===== config.mk =====
export PLATFORM = sky130hd
export DESIGN_NAME = crc_checked_frame_parser
export DESIGN_NICKNAME = d
export VERILOG_FILES = /design/src/hdl/cfp_pkg.sv /design/src/hdl/cfp_out_fifo.sv /design/src/hdl/crc_checked_frame_parser.sv
export SDC_FILE = /design/constraint.sdc
export NUM_CORES = 1
export LEC_CHECK = 0
export BUFFER_PORTS_ARGS = -buffer_cell sky130_fd_sc_hd__clkbuf_2
export CAP_MARGIN = 20
export CELL_PAD_IN_SITES_DETAIL_PLACEMENT = 1
export CELL_PAD_IN_SITES_GLOBAL_PLACEMENT = 1
export CORE_MARGIN = 2
export CORE_UTILIZATION = 44
export CTS_CLUSTER_SIZE = 12
export DETAILED_ROUTE_END_ITERATION = 6
export GPL_ROUTABILITY_DRIVEN = 0
export PLACE_DENSITY_LB_ADDON = 0.1
export SKIP_CTS_REPAIR_TIMING = 1
export SYNTH_ARGS = -nofsm -noshare
export SYNTH_HDL_FRONTEND = slang
export SYNTH_SLANG_ARGS = --single-unit

===== constraint.sdc =====
create_clock -name i_clk -period 5.52 [get_ports i_clk]
set_input_delay 0.828 -clock i_clk [delete_from_list [all_inputs] [get_ports i_clk]]
set_output_delay 0.828 -clock i_clk [all_outputs]
set_load 0.01 [all_outputs]

===== src/hdl/cfp_pkg.sv =====
`timescale 1ns / 1ps
// ----------------------------------------------------------------------------
// CRC-checked frame parser package
// Shared word types, constants, status codes and the CRC-16/XMODEM byte step.
// ----------------------------------------------------------------------------
package cfp_pkg;

    // Frame layout and limits.
    localparam int          MIN_FRAME_BYTES = 9;
    localparam logic [8:0]  POS_LIMIT       = 9'd511;
    localparam logic [15:0] CRC_POLY        = 16'h1021;
    localparam logic [15:0] CRC_INIT        = 16'h0000;
    localparam logic [15:0] MAX_LEN_RESET   = 16'd255;

    // Default depth of the output queue (at least two).
    localparam int CFP_FIFO_DEPTH = 4;

    // Configuration port.
    localparam int APB_ADDR_W = 4;
    localparam int APB_DATA_W = 32;

    localparam logic [1:0] REG_HDR_FIRST  = 2'd0;
    localparam logic [1:0] REG_HDR_SECOND = 2'd1;
    localparam logic [1:0] REG_MAX_LEN    = 2'd2;

    // Result kinds.
    localparam logic KIND_PAYLOAD = 1'b0;
    localparam logic KIND_STATUS  = 1'b1;

    // Frame status codes.
    localparam logic [1:0] ST_OK         = 2'd0;
    localparam logic [1:0] ST_LEN_ERR    = 2'd1;
    localparam logic [1:0] ST_HDR_ERR    = 2'd2;
    localparam logic [1:0] ST_CRC_ERR    = 2'd3;

    // Input word.
    typedef struct packed {
        logic [7:0] rx_byte;
        logic       end_of_buffer;
    } t_in_word;

    // Result word.
    typedef struct packed {
        logic        result_kind;
        logic [7:0]  payload_byte;
        logic [15:0] payload_index;
        logic [7:0]  version_field;
        logic [7:0]  control_field;
        logic [7:0]  command_field;
        logic [15:0] length_field;
        logic [1:0]  frame_status;
        logic        last_result;
    } t_out_word;

    // One byte of CRC-16/XMODEM, MSB first, eight shift steps.
    function automatic logic [15:0] crc_byte(input logic [15:0] crc, input logic [7:0] b);
        logic [15:0] c;
        c = crc ^ {b, 8'h00};
        for (int i = 0; i < 8; i++) begin
            if (c[15]) begin
                c = {c[14:0], 1'b0} ^ CRC_POLY;
            end else begin
                c = {c[14:0], 1'b0};
            end
        end
        return c;
    endfunction

endpackage


===== src/hdl/cfp_out_fifo.sv =====
`timescale 1ns / 1ps
// ----------------------------------------------------------------------------
// Result word queue
// Small register queue that takes up to two words per cycle and hands out one.
// ----------------------------------------------------------------------------
module cfp_out_fifo
    import cfp_pkg::*;
#(
    parameter int DEPTH = CFP_FIFO_DEPTH
) (
    input  logic      i_clk,
    input  logic      i_rst_n,
    input  logic [1:0] i_push_cnt,
    input  t_out_word i_push_word0,
    input  t_out_word i_push_word1,
    output logic      o_room2,
    output logic      o_valid,
    input  logic      i_ready,
    output t_out_word o_word
);

    localparam int CNT_W = $clog2(DEPTH + 1);
    localparam int PTR_W = $clog2(DEPTH);

    t_out_word        r_mem [DEPTH];
    logic [PTR_W-1:0] r_wr_ptr, n_wr_ptr;
    logic [PTR_W-1:0] r_rd_ptr, n_rd_ptr;
    logic [CNT_W-1:0] r_count, n_count;
    logic [PTR_W-1:0] w_wr_ptr1;
    logic             w_pop;

    function automatic logic [PTR_W-1:0] ptr_inc(input logic [PTR_W-1:0] p);
        return (p == PTR_W'(DEPTH - 1)) ? '0 : p + 1'b1;
    endfunction

    // Handshake status.
    assign o_valid  = (r_count != '0);
    assign o_room2  = (r_count <= CNT_W'(DEPTH - 2));
    assign o_word   = r_mem[r_rd_ptr];
    assign w_pop    = o_valid & i_ready;
    assign w_wr_ptr1 = ptr_inc(r_wr_ptr);

    // Pointer and fill count update.
    always_comb begin
        n_wr_ptr = r_wr_ptr;
        if (i_push_cnt == 2'd1) begin
            n_wr_ptr = w_wr_ptr1;
        end else if (i_push_cnt == 2'd2) begin
            n_wr_ptr = ptr_inc(w_wr_ptr1);
        end
        n_rd_ptr = w_pop ? ptr_inc(r_rd_ptr) : r_rd_ptr;
        n_count  = r_count + CNT_W'(i_push_cnt) - CNT_W'(w_pop);
    end

    always_ff @(posedge i_clk) begin
        if (!i_rst_n) begin
            r_wr_ptr <= '0;
            r_rd_ptr <= '0;
            r_count  <= '0;
        end else begin
            r_wr_ptr <= n_wr_ptr;
            r_rd_ptr <= n_rd_ptr;
            r_count  <= n_count;
        end
    end

    // Storage: the first word goes to the write pointer, a second one after it.
    always_ff @(posedge i_clk) begin
        for (int i = 0; i < DEPTH; i++) begin
            if (i_push_cnt != 2'd0 && r_wr_ptr == PTR_W'(i)) begin
                r_mem[i] <= i_push_word0;
            end else if (i_push_cnt == 2'd2 && w_wr_ptr1 == PTR_W'(i)) begin
                r_mem[i] <= i_push_word1;
            end
        end
    end

    // The queue never holds more words than it has entries.
    a_count_bound: assert property (@(posedge i_clk) disable iff (!i_rst_n)
        r_count <= CNT_W'(DEPTH))
        else $error("output queue count above depth");

    // A push never lands on a full queue.
    a_no_overflow: assert property (@(posedge i_clk) disable iff (!i_rst_n)
        (int'(r_count) + int'(i_push_cnt)) <= DEPTH)
        else $error("output queue overflow");

    // A pop without a push lowers the count by one.
    a_pop_count: assert property (@(posedge i_clk) disable iff (!i_rst_n)
        (w_pop && i_push_cnt == 2'd0) |=> (r_count == $past(r_count) - 1'b1))
        else $error("output queue count not lowered on pop");

endmodule


===== src/hdl/crc_checked_frame_parser.sv =====
`timescale 1ns / 1ps
// ----------------------------------------------------------------------------
// CRC-checked frame parser
// Checks the header of a received buffer, captures its fields, forwards the
// payload bytes and closes each buffer with a status word after CRC-16/XMODEM.
// ----------------------------------------------------------------------------
//  Channel   Direction  Handshake                     Word
//  input     in         i_in_valid / o_in_ready       t_in_word  (one byte)
//  output    out        o_out_valid / i_out_ready     t_out_word (payload or status)
//  config    in         psel, penable, pwrite, pready 32-bit APB, regs at 0x0/0x4/0x8
//
//  Each byte is parsed in the cycle it is accepted; its result words, none,
//  one or two, enter the output queue at that edge. A byte is taken every
//  cycle while the queue has room for two words; the queue drains one word
//  per cycle while i_out_ready is high, so stalls only start when it backs up.
//  Synchronous active-low reset clears the frame state, the queue and the
//  registers (header bytes 0, maximum length 255).
// ----------------------------------------------------------------------------
module crc_checked_frame_parser
    import cfp_pkg::*;
#(
    parameter int FIFO_DEPTH = CFP_FIFO_DEPTH
) (
    input  logic                  i_clk,
    input  logic                  i_rst_n,
    input  logic                  i_in_valid,
    output logic                  o_in_ready,
    input  t_in_word              i_in_word,
    output logic                  o_out_valid,
    input  logic                  i_out_ready,
    output t_out_word             o_out_word,
    input  logic                  psel,
    input  logic                  penable,
    input  logic                  pwrite,
    input  logic [APB_ADDR_W-1:0] paddr,
    input  logic [APB_DATA_W-1:0] pwdata,
    output logic [APB_DATA_W-1:0] prdata,
    output logic                  pready
);

    // Configuration registers.
    logic [7:0]  r_hdr_first;
    logic [7:0]  r_hdr_second;
    logic [15:0] r_max_len;

    // Frame state.
    logic [8:0]  r_byte_pos;
    logic        r_header_matched;
    logic [7:0]  r_version;
    logic [7:0]  r_control;
    logic [7:0]  r_command;
    logic [15:0] r_length;
    logic [15:0] r_rx_crc;
    logic [15:0] r_crc;

    // Next frame state for the byte on the input.
    logic [8:0]  n_byte_pos;
    logic        n_header_matched;
    logic [7:0]  n_version;
    logic [7:0]  n_control;
    logic [7:0]  n_command;
    logic [15:0] n_length;
    logic [15:0] n_rx_crc;
    logic [15:0] n_crc;

    logic        w_accept;
    logic        w_active;
    logic        w_len_ok;
    logic        w_in_payload;
    logic        w_emit;
    logic        w_do_crc;
    logic [15:0] w_pos16;
    logic [1:0]  w_status;
    logic [1:0]  w_push_cnt;
    logic        w_room2;
    logic [7:0]  w_b;
    t_out_word   w_payload_word;
    t_out_word   w_status_word;
    t_out_word   w_push_word0;

    // Configuration port: always ready, writes decoded on the word address.
    assign pready = 1'b1;

    always_ff @(posedge i_clk) begin
        if (!i_rst_n) begin
            r_hdr_first  <= '0;
            r_hdr_second <= '0;
            r_max_len    <= MAX_LEN_RESET;
        end else if (psel && penable && pwrite) begin
            unique case (paddr[3:2])
                REG_HDR_FIRST:  r_hdr_first  <= pwdata[7:0];
                REG_HDR_SECOND: r_hdr_second <= pwdata[7:0];
                REG_MAX_LEN:    r_max_len    <= pwdata[15:0];
                default: ;
            endcase
        end
    end

    always_comb begin
        unique case (paddr[3:2])
            REG_HDR_FIRST:  prdata = {24'd0, r_hdr_first};
            REG_HDR_SECOND: prdata = {24'd0, r_hdr_second};
            REG_MAX_LEN:    prdata = {16'd0, r_max_len};
            default:        prdata = '0;
        endcase
    end

    assign w_accept   = i_in_valid & o_in_ready;
    assign o_in_ready = w_room2;
    assign w_b        = i_in_word.rx_byte;
    assign w_active   = (r_byte_pos != POS_LIMIT);
    assign w_pos16    = {7'd0, r_byte_pos};

    // Field capture by byte position; a saturated count leaves all fields alone.
    always_comb begin
        n_header_matched = r_header_matched;
        n_version        = r_version;
        n_control        = r_control;
        n_command        = r_command;
        n_length         = r_length;
        n_rx_crc         = r_rx_crc;
        n_byte_pos       = r_byte_pos;
        if (w_active) begin
            n_byte_pos = r_byte_pos + 1'b1;
            unique case (r_byte_pos)
                9'd0: n_header_matched = r_header_matched & (w_b == r_hdr_first);
                9'd1: n_header_matched = r_header_matched & (w_b == r_hdr_second);
                9'd2: n_version = w_b;
                9'd3: n_control = w_b;
                9'd4: n_command = w_b;
                9'd5: n_length  = {w_b, 8'h00};
                9'd6: n_length  = {r_length[15:8], w_b};
                9'd7: n_rx_crc  = {w_b, 8'h00};
                9'd8: n_rx_crc  = {r_rx_crc[15:8], w_b};
                default: ;
            endcase
        end
    end

    // Payload window and CRC coverage: header bytes 0 to 6, then the payload.
    assign w_len_ok     = (n_length >= 16'(MIN_FRAME_BYTES)) && (n_length <= r_max_len);
    assign w_in_payload = w_active && (w_pos16 >= 16'(MIN_FRAME_BYTES)) && (w_pos16 < n_length);
    assign w_do_crc     = (w_active && (r_byte_pos <= 9'd6)) || w_in_payload;
    assign n_crc        = w_do_crc ? crc_byte(r_crc, w_b) : r_crc;
    assign w_emit       = w_in_payload && n_header_matched && w_len_ok;

    // Status checks; the first failing one decides.
    always_comb begin
        priority if (n_byte_pos < 9'(MIN_FRAME_BYTES)) begin
            w_status = ST_LEN_ERR;
        end else if (!n_header_matched) begin
            w_status = ST_HDR_ERR;
        end else if (!w_len_ok) begin
            w_status = ST_LEN_ERR;
        end else if (n_length > {7'd0, n_byte_pos}) begin
            w_status = ST_LEN_ERR;
        end else if (n_crc != n_rx_crc) begin
            w_status = ST_CRC_ERR;
        end else begin
            w_status = ST_OK;
        end
    end

    // Result words.
    always_comb begin
        w_payload_word               = '0;
        w_payload_word.result_kind   = KIND_PAYLOAD;
        w_payload_word.payload_byte  = w_b;
        w_payload_word.payload_index = w_pos16 - 16'(MIN_FRAME_BYTES);

        w_status_word               = '0;
        w_status_word.result_kind   = KIND_STATUS;
        w_status_word.version_field = n_version;
        w_status_word.control_field = n_control;
        w_status_word.command_field = n_command;
        w_status_word.length_field  = n_length;
        w_status_word.frame_status  = w_status;
        w_status_word.last_result   = 1'b1;
    end

    // A payload word goes first when the last byte carries payload too.
    assign w_push_word0 = w_emit ? w_payload_word : w_status_word;
    assign w_push_cnt   = w_accept ? (2'(w_emit) + 2'(i_in_word.end_of_buffer)) : 2'd0;

    // Frame state register: cleared after the status word.
    always_ff @(posedge i_clk) begin
        if (!i_rst_n || (w_accept && i_in_word.end_of_buffer)) begin
            r_byte_pos       <= '0;
            r_header_matched <= 1'b1;
            r_version        <= '0;
            r_control        <= '0;
            r_command        <= '0;
            r_length         <= '0;
            r_rx_crc         <= '0;
            r_crc            <= CRC_INIT;
        end else if (w_accept) begin
            r_byte_pos       <= n_byte_pos;
            r_header_matched <= n_header_matched;
            r_version        <= n_version;
            r_control        <= n_control;
            r_command        <= n_command;
            r_length         <= n_length;
            r_rx_crc         <= n_rx_crc;
            r_crc            <= n_crc;
        end
    end

    // Output queue.
    cfp_out_fifo #(
        .DEPTH(FIFO_DEPTH)
    ) u_out_fifo (
        .i_clk       (i_clk),
        .i_rst_n     (i_rst_n),
        .i_push_cnt  (w_push_cnt),
        .i_push_word0(w_push_word0),
        .i_push_word1(w_status_word),
        .o_room2     (w_room2),
        .o_valid     (o_out_valid),
        .i_ready     (i_out_ready),
        .o_word      (o_out_word)
    );

    // The word after a buffer's last byte starts a fresh frame.
    a_frame_clear: assert property (@(posedge i_clk) disable iff (!i_rst_n)
        (w_accept && i_in_word.end_of_buffer) |=> (r_byte_pos == '0 && r_header_matched))
        else $error("frame state not cleared after status");

    // Payload words only come from a frame whose header matched.
    a_payload_hdr: assert property (@(posedge i_clk) disable iff (!i_rst_n)
        (w_accept && w_emit) |-> (r_header_matched && r_byte_pos >= 9'(MIN_FRAME_BYTES)))
        else $error("payload word from unmatched header");

    // A saturated byte count stays saturated until the buffer ends.
    a_pos_saturate: assert property (@(posedge i_clk) disable iff (!i_rst_n)
        (w_accept && !i_in_word.end_of_buffer && r_byte_pos == POS_LIMIT)
        |=> (r_byte_pos == POS_LIMIT))
        else $error("byte count left saturation");

endmodule


==> out/results.ini, run 1 <==
[run_status]
status = finished, final reports clean

[grt]
grt_pass1_vias = 13900
grtUsageMet1_pct = 33.5
track_usage_pct = 25.3
use_met2_pct = 42.9
grt_max_degree = 104
gr-usage-met3_pct = 3.33
busiest_layer = met2
antenna_found_initial = 0
grt_pass1_wl_mm = 81.6
grt-ovfl-total = 0

[drt]
wl_per_cell_um = 23.1
drc = 0
drt-initial-drc-count = 779
vias = 13200
viasPerCell = 5.66
routed_wl_mm = 53.6
antenna_left = 0
dr.pass1.iters = 5

[cts]
htree_levels = 2
clk_pin_slew_ps = 60
clock_sinks = 367
cts_root_buf = clkbuf_16
cts_tree = yes
numCtsBuffers = 41
clock_path_buffers = 3
insertion_delay_ps = 570

[cells_and_area]
fillers = 4396
final_nets = 1861
stdcell_count = 2322
area_growth_pct = 15.8
design_area_um2 = 21000
multi_input_area_um2 = 7840
final-seq-area_um2 = 9600
final_common_cell = nor2_1
drive_gt1_share_pct = 20.3
layout_common_cells = 306 x nor2_1, 225 x edfxtp_1, 140 x dfxtp_1

[critical_path]
crit_fanout = 16
critPathLaunchType = flip-flop
r2r_slack_ps = 330
crit_top_cell = ha_1
cpMaxStageDelayCell = nor2_1
required_ps = 5830
critPathCaptureType = flip-flop
arrival_ps = 5500
crit_chain = buf_4 > ha_2 > nand2b_1 > nor4b_2 > buf_4 > a22oi_1 > ha_1 > a211oi_1 > o211a_1 > a311oi_4 > nor2_1 > nand3_4 > nor2_4 > ha_1 > nand2_1 > ha_1 > nand2b_1 > nor2b_1 > nor3_4 > inv_2 > buf_12 > and3b_1
slowest_delay_ps = 450
critPathKind = reg2reg

[timing]
worst_pin_slew_ps = 1130
finalSetupTns_ps = 0
finClkSkew_ps = 21.1
slew_headroom_pct = 24.4
fin_crit_sh_pct = 94.1
rsz0062_at_grt = no
fmaxAchievable_ghz = 0.193
final-setup-viol-count = 0
slew_viol_final = 0
min_period_ps = 5190
hold_viol = 0

[power]
peakVddDrop_uv = 319
sequentialPowerShare_pct = 38.2
p_clk_share_pct = 28.9
internal_power_uw = 6110
leakagePower_uw = 0.00789
power_density_nw_per_um2 = 443
comb_power_share_pct = 32.9
power.switching_uw = 3160
p_sw_share_pct = 34.1

[synth]
synthSimpleGateAreaFrac_pct = 15.2
async_reset_ff_share_pct = 0
synth_compound_area_share_pct = 9.63
synth_top_family_by_area = simple AND/OR/NAND/NOR gates
synth_area_leaders = edfxtp_1 37%, dfxtp_1 16%, mux4_2 7.6%
ys_ff_latch = 367
mappedNetlistArea_um2 = 18100
syn-instance-count = 1627
synth_largest_area_cell = edfxtp_1
synth_edf_count = 225
ys.warnings.count = 0
synthXorXnorAreaFrac_pct = 3.03
synth_mux_area_share_pct = 10.9
yosysTopAreaCellShare_pct = 37.3
avgSynthCellArea_um2 = 11.1
synthFlopType = edfxtp_1
netlist-cell-type-count = 81
ys_seq_area_share_pct = 53.0
synthAdderAreaFrac_pct = 3.71

[placement]
dpl-instance-area_um2 = 19600
io_buffer_count = 119
dp_hpwl_mm = 35.6
dp_cells = 2243

[run]
drv_cap = 0

[die]
die_h_um = 207
die_area_um2 = 42800
rows = 74
die_x_um = 207
core_area_um2 = 40700
start_util_pct = 44.4
ioPinCount = 155

[worst_hold_path]
min_path_type = reg2reg

cell type report:
class                           instances  area share [%]
Clock buffer                           61            5.54
Timing Repair Buffer                  195            6.32
Sequential cell                       367            45.8
Multi-Input combinational cell       1095            37.4
Clock inverter                         15           0.716
Inverter                               56            1.03
Tap cell                              532            3.18
Antenna cell                            1          0.0119
path summary, 6_finish.rpt:
path,start,cells past startpoint,end
worst max-delay path,r_byte_pos[1],22,u_out_fifo.r_mem[1][2]
worst max register to register,r_byte_pos[1],22,u_out_fifo.r_mem[1][2]
worst min-delay path,u_out_fifo.r_mem[2][60],2,u_out_fifo.r_mem[2][60]
worst min register to register,u_out_fifo.r_mem[2][60],2,u_out_fifo.r_mem[2][60]
flip-flops by register name, summed over array words and instances (netlist names), 2 cells and up, named ones only:
name and count:
r_version 8, u_out_fifo.r_wr_ptr 2, r_max_len 16, u_out_fifo.r_rd_ptr 2, u_out_fifo.r_count 3, r_hdr_first 8
r_length 16, r_byte_pos 9, r_rx_crc 16, r_crc 16, r_hdr_second 8, u_out_fifo.r_mem 244
r_control 8, r_command 8
cells in the mapped netlist, drive strengths merged (25+ instances only):
cell type / count
clkbuf: 63
xnor2: 43
nand2: 117
buf: 61
mux2i: 57
a211oi: 62
nor2b: 33
and2: 25
a22oi: 26
nor2: 307
inv: 52
o21ai: 41
dfxtp: 142
nor3: 32
ha: 52
mux4: 61
edfxtp: 225
a21oi: 42
metal layers:
| metal | wire length (um) | part of all wire, % |
|---|---|---|
| met4 | 1540 | 2.9 |
| met5 | 0 | 0 |
| met1 | 23700 | 44 |
| met3 | 2300 | 4.3 |
| met2 | 26000 | 48 |
through the flow:
stage | power, uW | setup slack (ps) | hold slack, ps | util [%]
floorplan | 5600 | 23.2 | 420 | -
global placement | 6530 | 239 | 433 | 48.0
detailed placement | 6620 | 221 | 440 | 48.0
CTS | 9330 | 131 | 453 | 51.2
global route | 9750 | 17.9 | 487 | 51.4
finish | 9280 | 326 | 452 | 51.5
power by group through the flow:
stage	sequential [uW]	clock (uW)	combinational, uW
floorplan	3470	0	2130
detailed placement	3610	0	3020
global placement	3580	0	2950
global route	3590	2830	3330
CTS	3550	2740	3040
finish	3550	2680	3050
kinds of logic after synthesis:
group	after synthesis
multiplexers	120
AO/OA/AOI/OAI	249
XOR/XNOR	61
AND/OR/NAND/NOR	595
flip-flops	367
adder cells (fa/ha/maj)	53
buffers and inverters	180
other	2
worst max-delay path: cells and delay by family, from the launching register on:
| family | cells | cell delay, ps |
|---|---|---|
| AOI/OAI and AO/OA | 4 | 780 |
| adders and majority gates | 4 | 1060 |
| buffers and inverters | 4 | 640 |
| DFF | 1 | 340 |
| and+or+nand+nor | 10 | 2110 |
Power figures use the tool's default switching activity.
==> run 2: changes to the inputs <==
--- a/config.mk
+++ b/config.mk
@@ -9,6 +9,7 @@
 export CAP_MARGIN = 20
 export CELL_PAD_IN_SITES_DETAIL_PLACEMENT = 1
 export CELL_PAD_IN_SITES_GLOBAL_PLACEMENT = 1
+export CORE_ASPECT_RATIO = 2
 export CORE_MARGIN = 2
 export CORE_UTILIZATION = 44
 export CTS_CLUSTER_SIZE = 12
==> run 2 against run 1 <==
- clock skew down 5.6 ps
- cell area up 0.85%
- sequential power about the same
- sequential cell count unchanged
- combinational power up 5%
- global-route usage up 1.1 points
- fmax down 2.8%
- largest power group unchanged
==> out/results.ini, run 2 (synthesized netlist as in run 1, its figures left out) <==
[run_status]
status = finished, final reports clean

[worst_hold_path]
whs_path_depth = 2  ; unchanged
hp-start = u_out_fifo.r_mem[2][51]
min_path_type = reg2reg

[cells_and_area]
diodes = 0  ; -1
final_nets = 1886  ; +1.3%
area_growth_pct = 16.8
largest_reg_flops = 244  ; unchanged
drive_gt1_share_pct = 21.1  ; +0.83 points
final_common_cell = nor2_1
stdcell_count = 2344  ; +0.95%
postLayoutCoreUtil_pct = 51.7  ; +0.29 points
layout_common_cells = 305 x nor2_1, 225 x edfxtp_1, 140 x dfxtp_1
design_area_um2 = 21100  ; +0.85%
top_register = u_out_fifo.r_mem

[timing]
slew_viol_final = 0  ; unchanged
fmaxAchievable_ghz = 0.187  ; -2.8%
final-setup-viol-count = 0  ; unchanged
worst_pin_slew_ps = 1070  ; -53.3 ps
slew_headroom_pct = 28.5  ; +4.1 points
fin_crit_sh_pct = 96.8  ; +2.7 points
finClkSkew_ps = 15.5  ; -5.63 ps
min_period_ps = 5340  ; +149 ps
hold_viol = 0  ; unchanged

[drt]
dr.pass1.iters = 5  ; unchanged
wl_per_cell_um = 24.3  ; +5.6%
drt-initial-drc-count = 680  ; -13%
antenna_left = 0  ; unchanged
vias = 13400  ; +2.1%
routed_wl_mm = 57.1  ; +6.6%
viasPerCell = 5.73  ; +1.1%
drc = 0  ; unchanged

[grt]
antenna_found_initial = 0  ; unchanged
grt_pass1_vias = 14500  ; +4.7%
grt-ovfl-total = 0  ; unchanged
track_usage_pct = 26.4  ; +1.1 points
grt_pass1_wl_mm = 85.8  ; +5.1%
grt_max_degree = 74  ; -29%

[cts]
htree_levels = 2  ; unchanged
cts_root_buf = clkbuf_16
insertion_delay_ps = 550  ; -20 ps
clock_path_buffers = 3  ; unchanged
numCtsBuffers = 37  ; -9.8%
cts_tree = yes
clock_sinks = 367  ; unchanged
clk_pin_slew_ps = 60  ; about the same

[critical_path]
required_ps = 5790  ; -40 ps
critPathCaptureType = flip-flop
slowest_delay_ps = 500  ; +50 ps
crit_fanout = 21  ; +5
critPathLaunchType = flip-flop
critPathKind = reg2reg
rr_startpoint = r_byte_pos[6]
rr_worst_depth = 23  ; +4.5%
crit_chain = buf_4 > or4_4 > nor4b_4 > buf_6 > a22oi_1 > buf_4 > inv_1 > ha_1 > o21ai_0 > a21oi_1 > o31ai_2 > nand4_1 > a31o_4 > nor2_4 > ha_1 > nand2_1 > ha_2 > nand2b_1 > nor2b_4 > nor3_4 > buf_12 > clkbuf_16 > nor2_1
arrival_ps = 5620  ; +120 ps
cp-startpoint = r_byte_pos[6]
cpMaxStageDelayCell = or4_4

[die]
die_area_um2 = 42900  ; +0.23%
rows = 105  ; +42%
core_area_um2 = 40900  ; +0.29%
ioPinCount = 155  ; unchanged
die_x_um = 147  ; -29%
die_h_um = 291  ; +41%
start_util_pct = 44.3  ; -0.13 points

[placement]
dp_hpwl_mm = 39.8  ; +12%
dp_cells = 2265  ; +0.98%
dpl-instance-area_um2 = 19800  ; +1.1%
io_buffer_count = 119  ; unchanged

[power]
leakagePower_uw = 0.00798  ; +1.1%
power_density_nw_per_um2 = 432  ; -2.5%
total_power_uw = 9120  ; -1.7%
peakVddDrop_uv = 197  ; -38%

[run]
drv_cap = 0  ; unchanged

==> run 2: layout make-up <==
class | count | area [um2]
Sequential cell | 367 | 9600
Tap cell | 535 | 669
Timing Repair Buffer | 224 | 1660
Clock buffer | 63 | 1070
Multi-Input combinational cell | 1095 | 7870
Clock inverter | 4 | 46.3
Fill cell | 4392 | 19700
Inverter | 56 | 214
==> run 2: final timing paths <==
path              slack, ps                 endpoint
setup / recovery        180  u_out_fifo.r_mem[1][34]
setup reg to reg        180  u_out_fifo.r_mem[1][34]
hold / removal          460  u_out_fifo.r_mem[2][51]
hold reg to reg         460  u_out_fifo.r_mem[2][51]
==> run 2: worst max-delay path, delay by kind of cell (launching register included) <==
family	cells	cell delay (ps)
AOI/OAI and AO/OA	5	890
buffers and inverters	6	1080
and+or+nand+nor	9	1990
DFF	1	410
adders and majority gates	3	700
==> run 2: routing by layer <==
metal	share of wire (%)	global-route usage [%]	up-vias
li1	-	-	6137
met1	36	28.1	6789
met2	55	50.0	362
met3	3.3	2.81	138
met4	5.8	14.5	0
met5	0	0	-
==> run 2: power by group <==
group | leakage [uW] | switching, uW | internal (uW)
logic | 0.00417 | 1880 | 1310
clock network | 0.000540 | 1070 | 1330
registers | 0.00326 | 223 | 3310
total | 0.00798 | 3180 | 5950
==> run 2: through the flow <==
stage | setup TNS, ps | setup slack, ps | hold slack (ps)
floorplan | 0 | 23.2 | 420
global placement | -9640 | -119 | 429
detailed placement | -29370 | -221 | 442
CTS | -31120 | -211 | 457
global route | -726 | -50.0 | 490
finish | 0 | 177 | 455
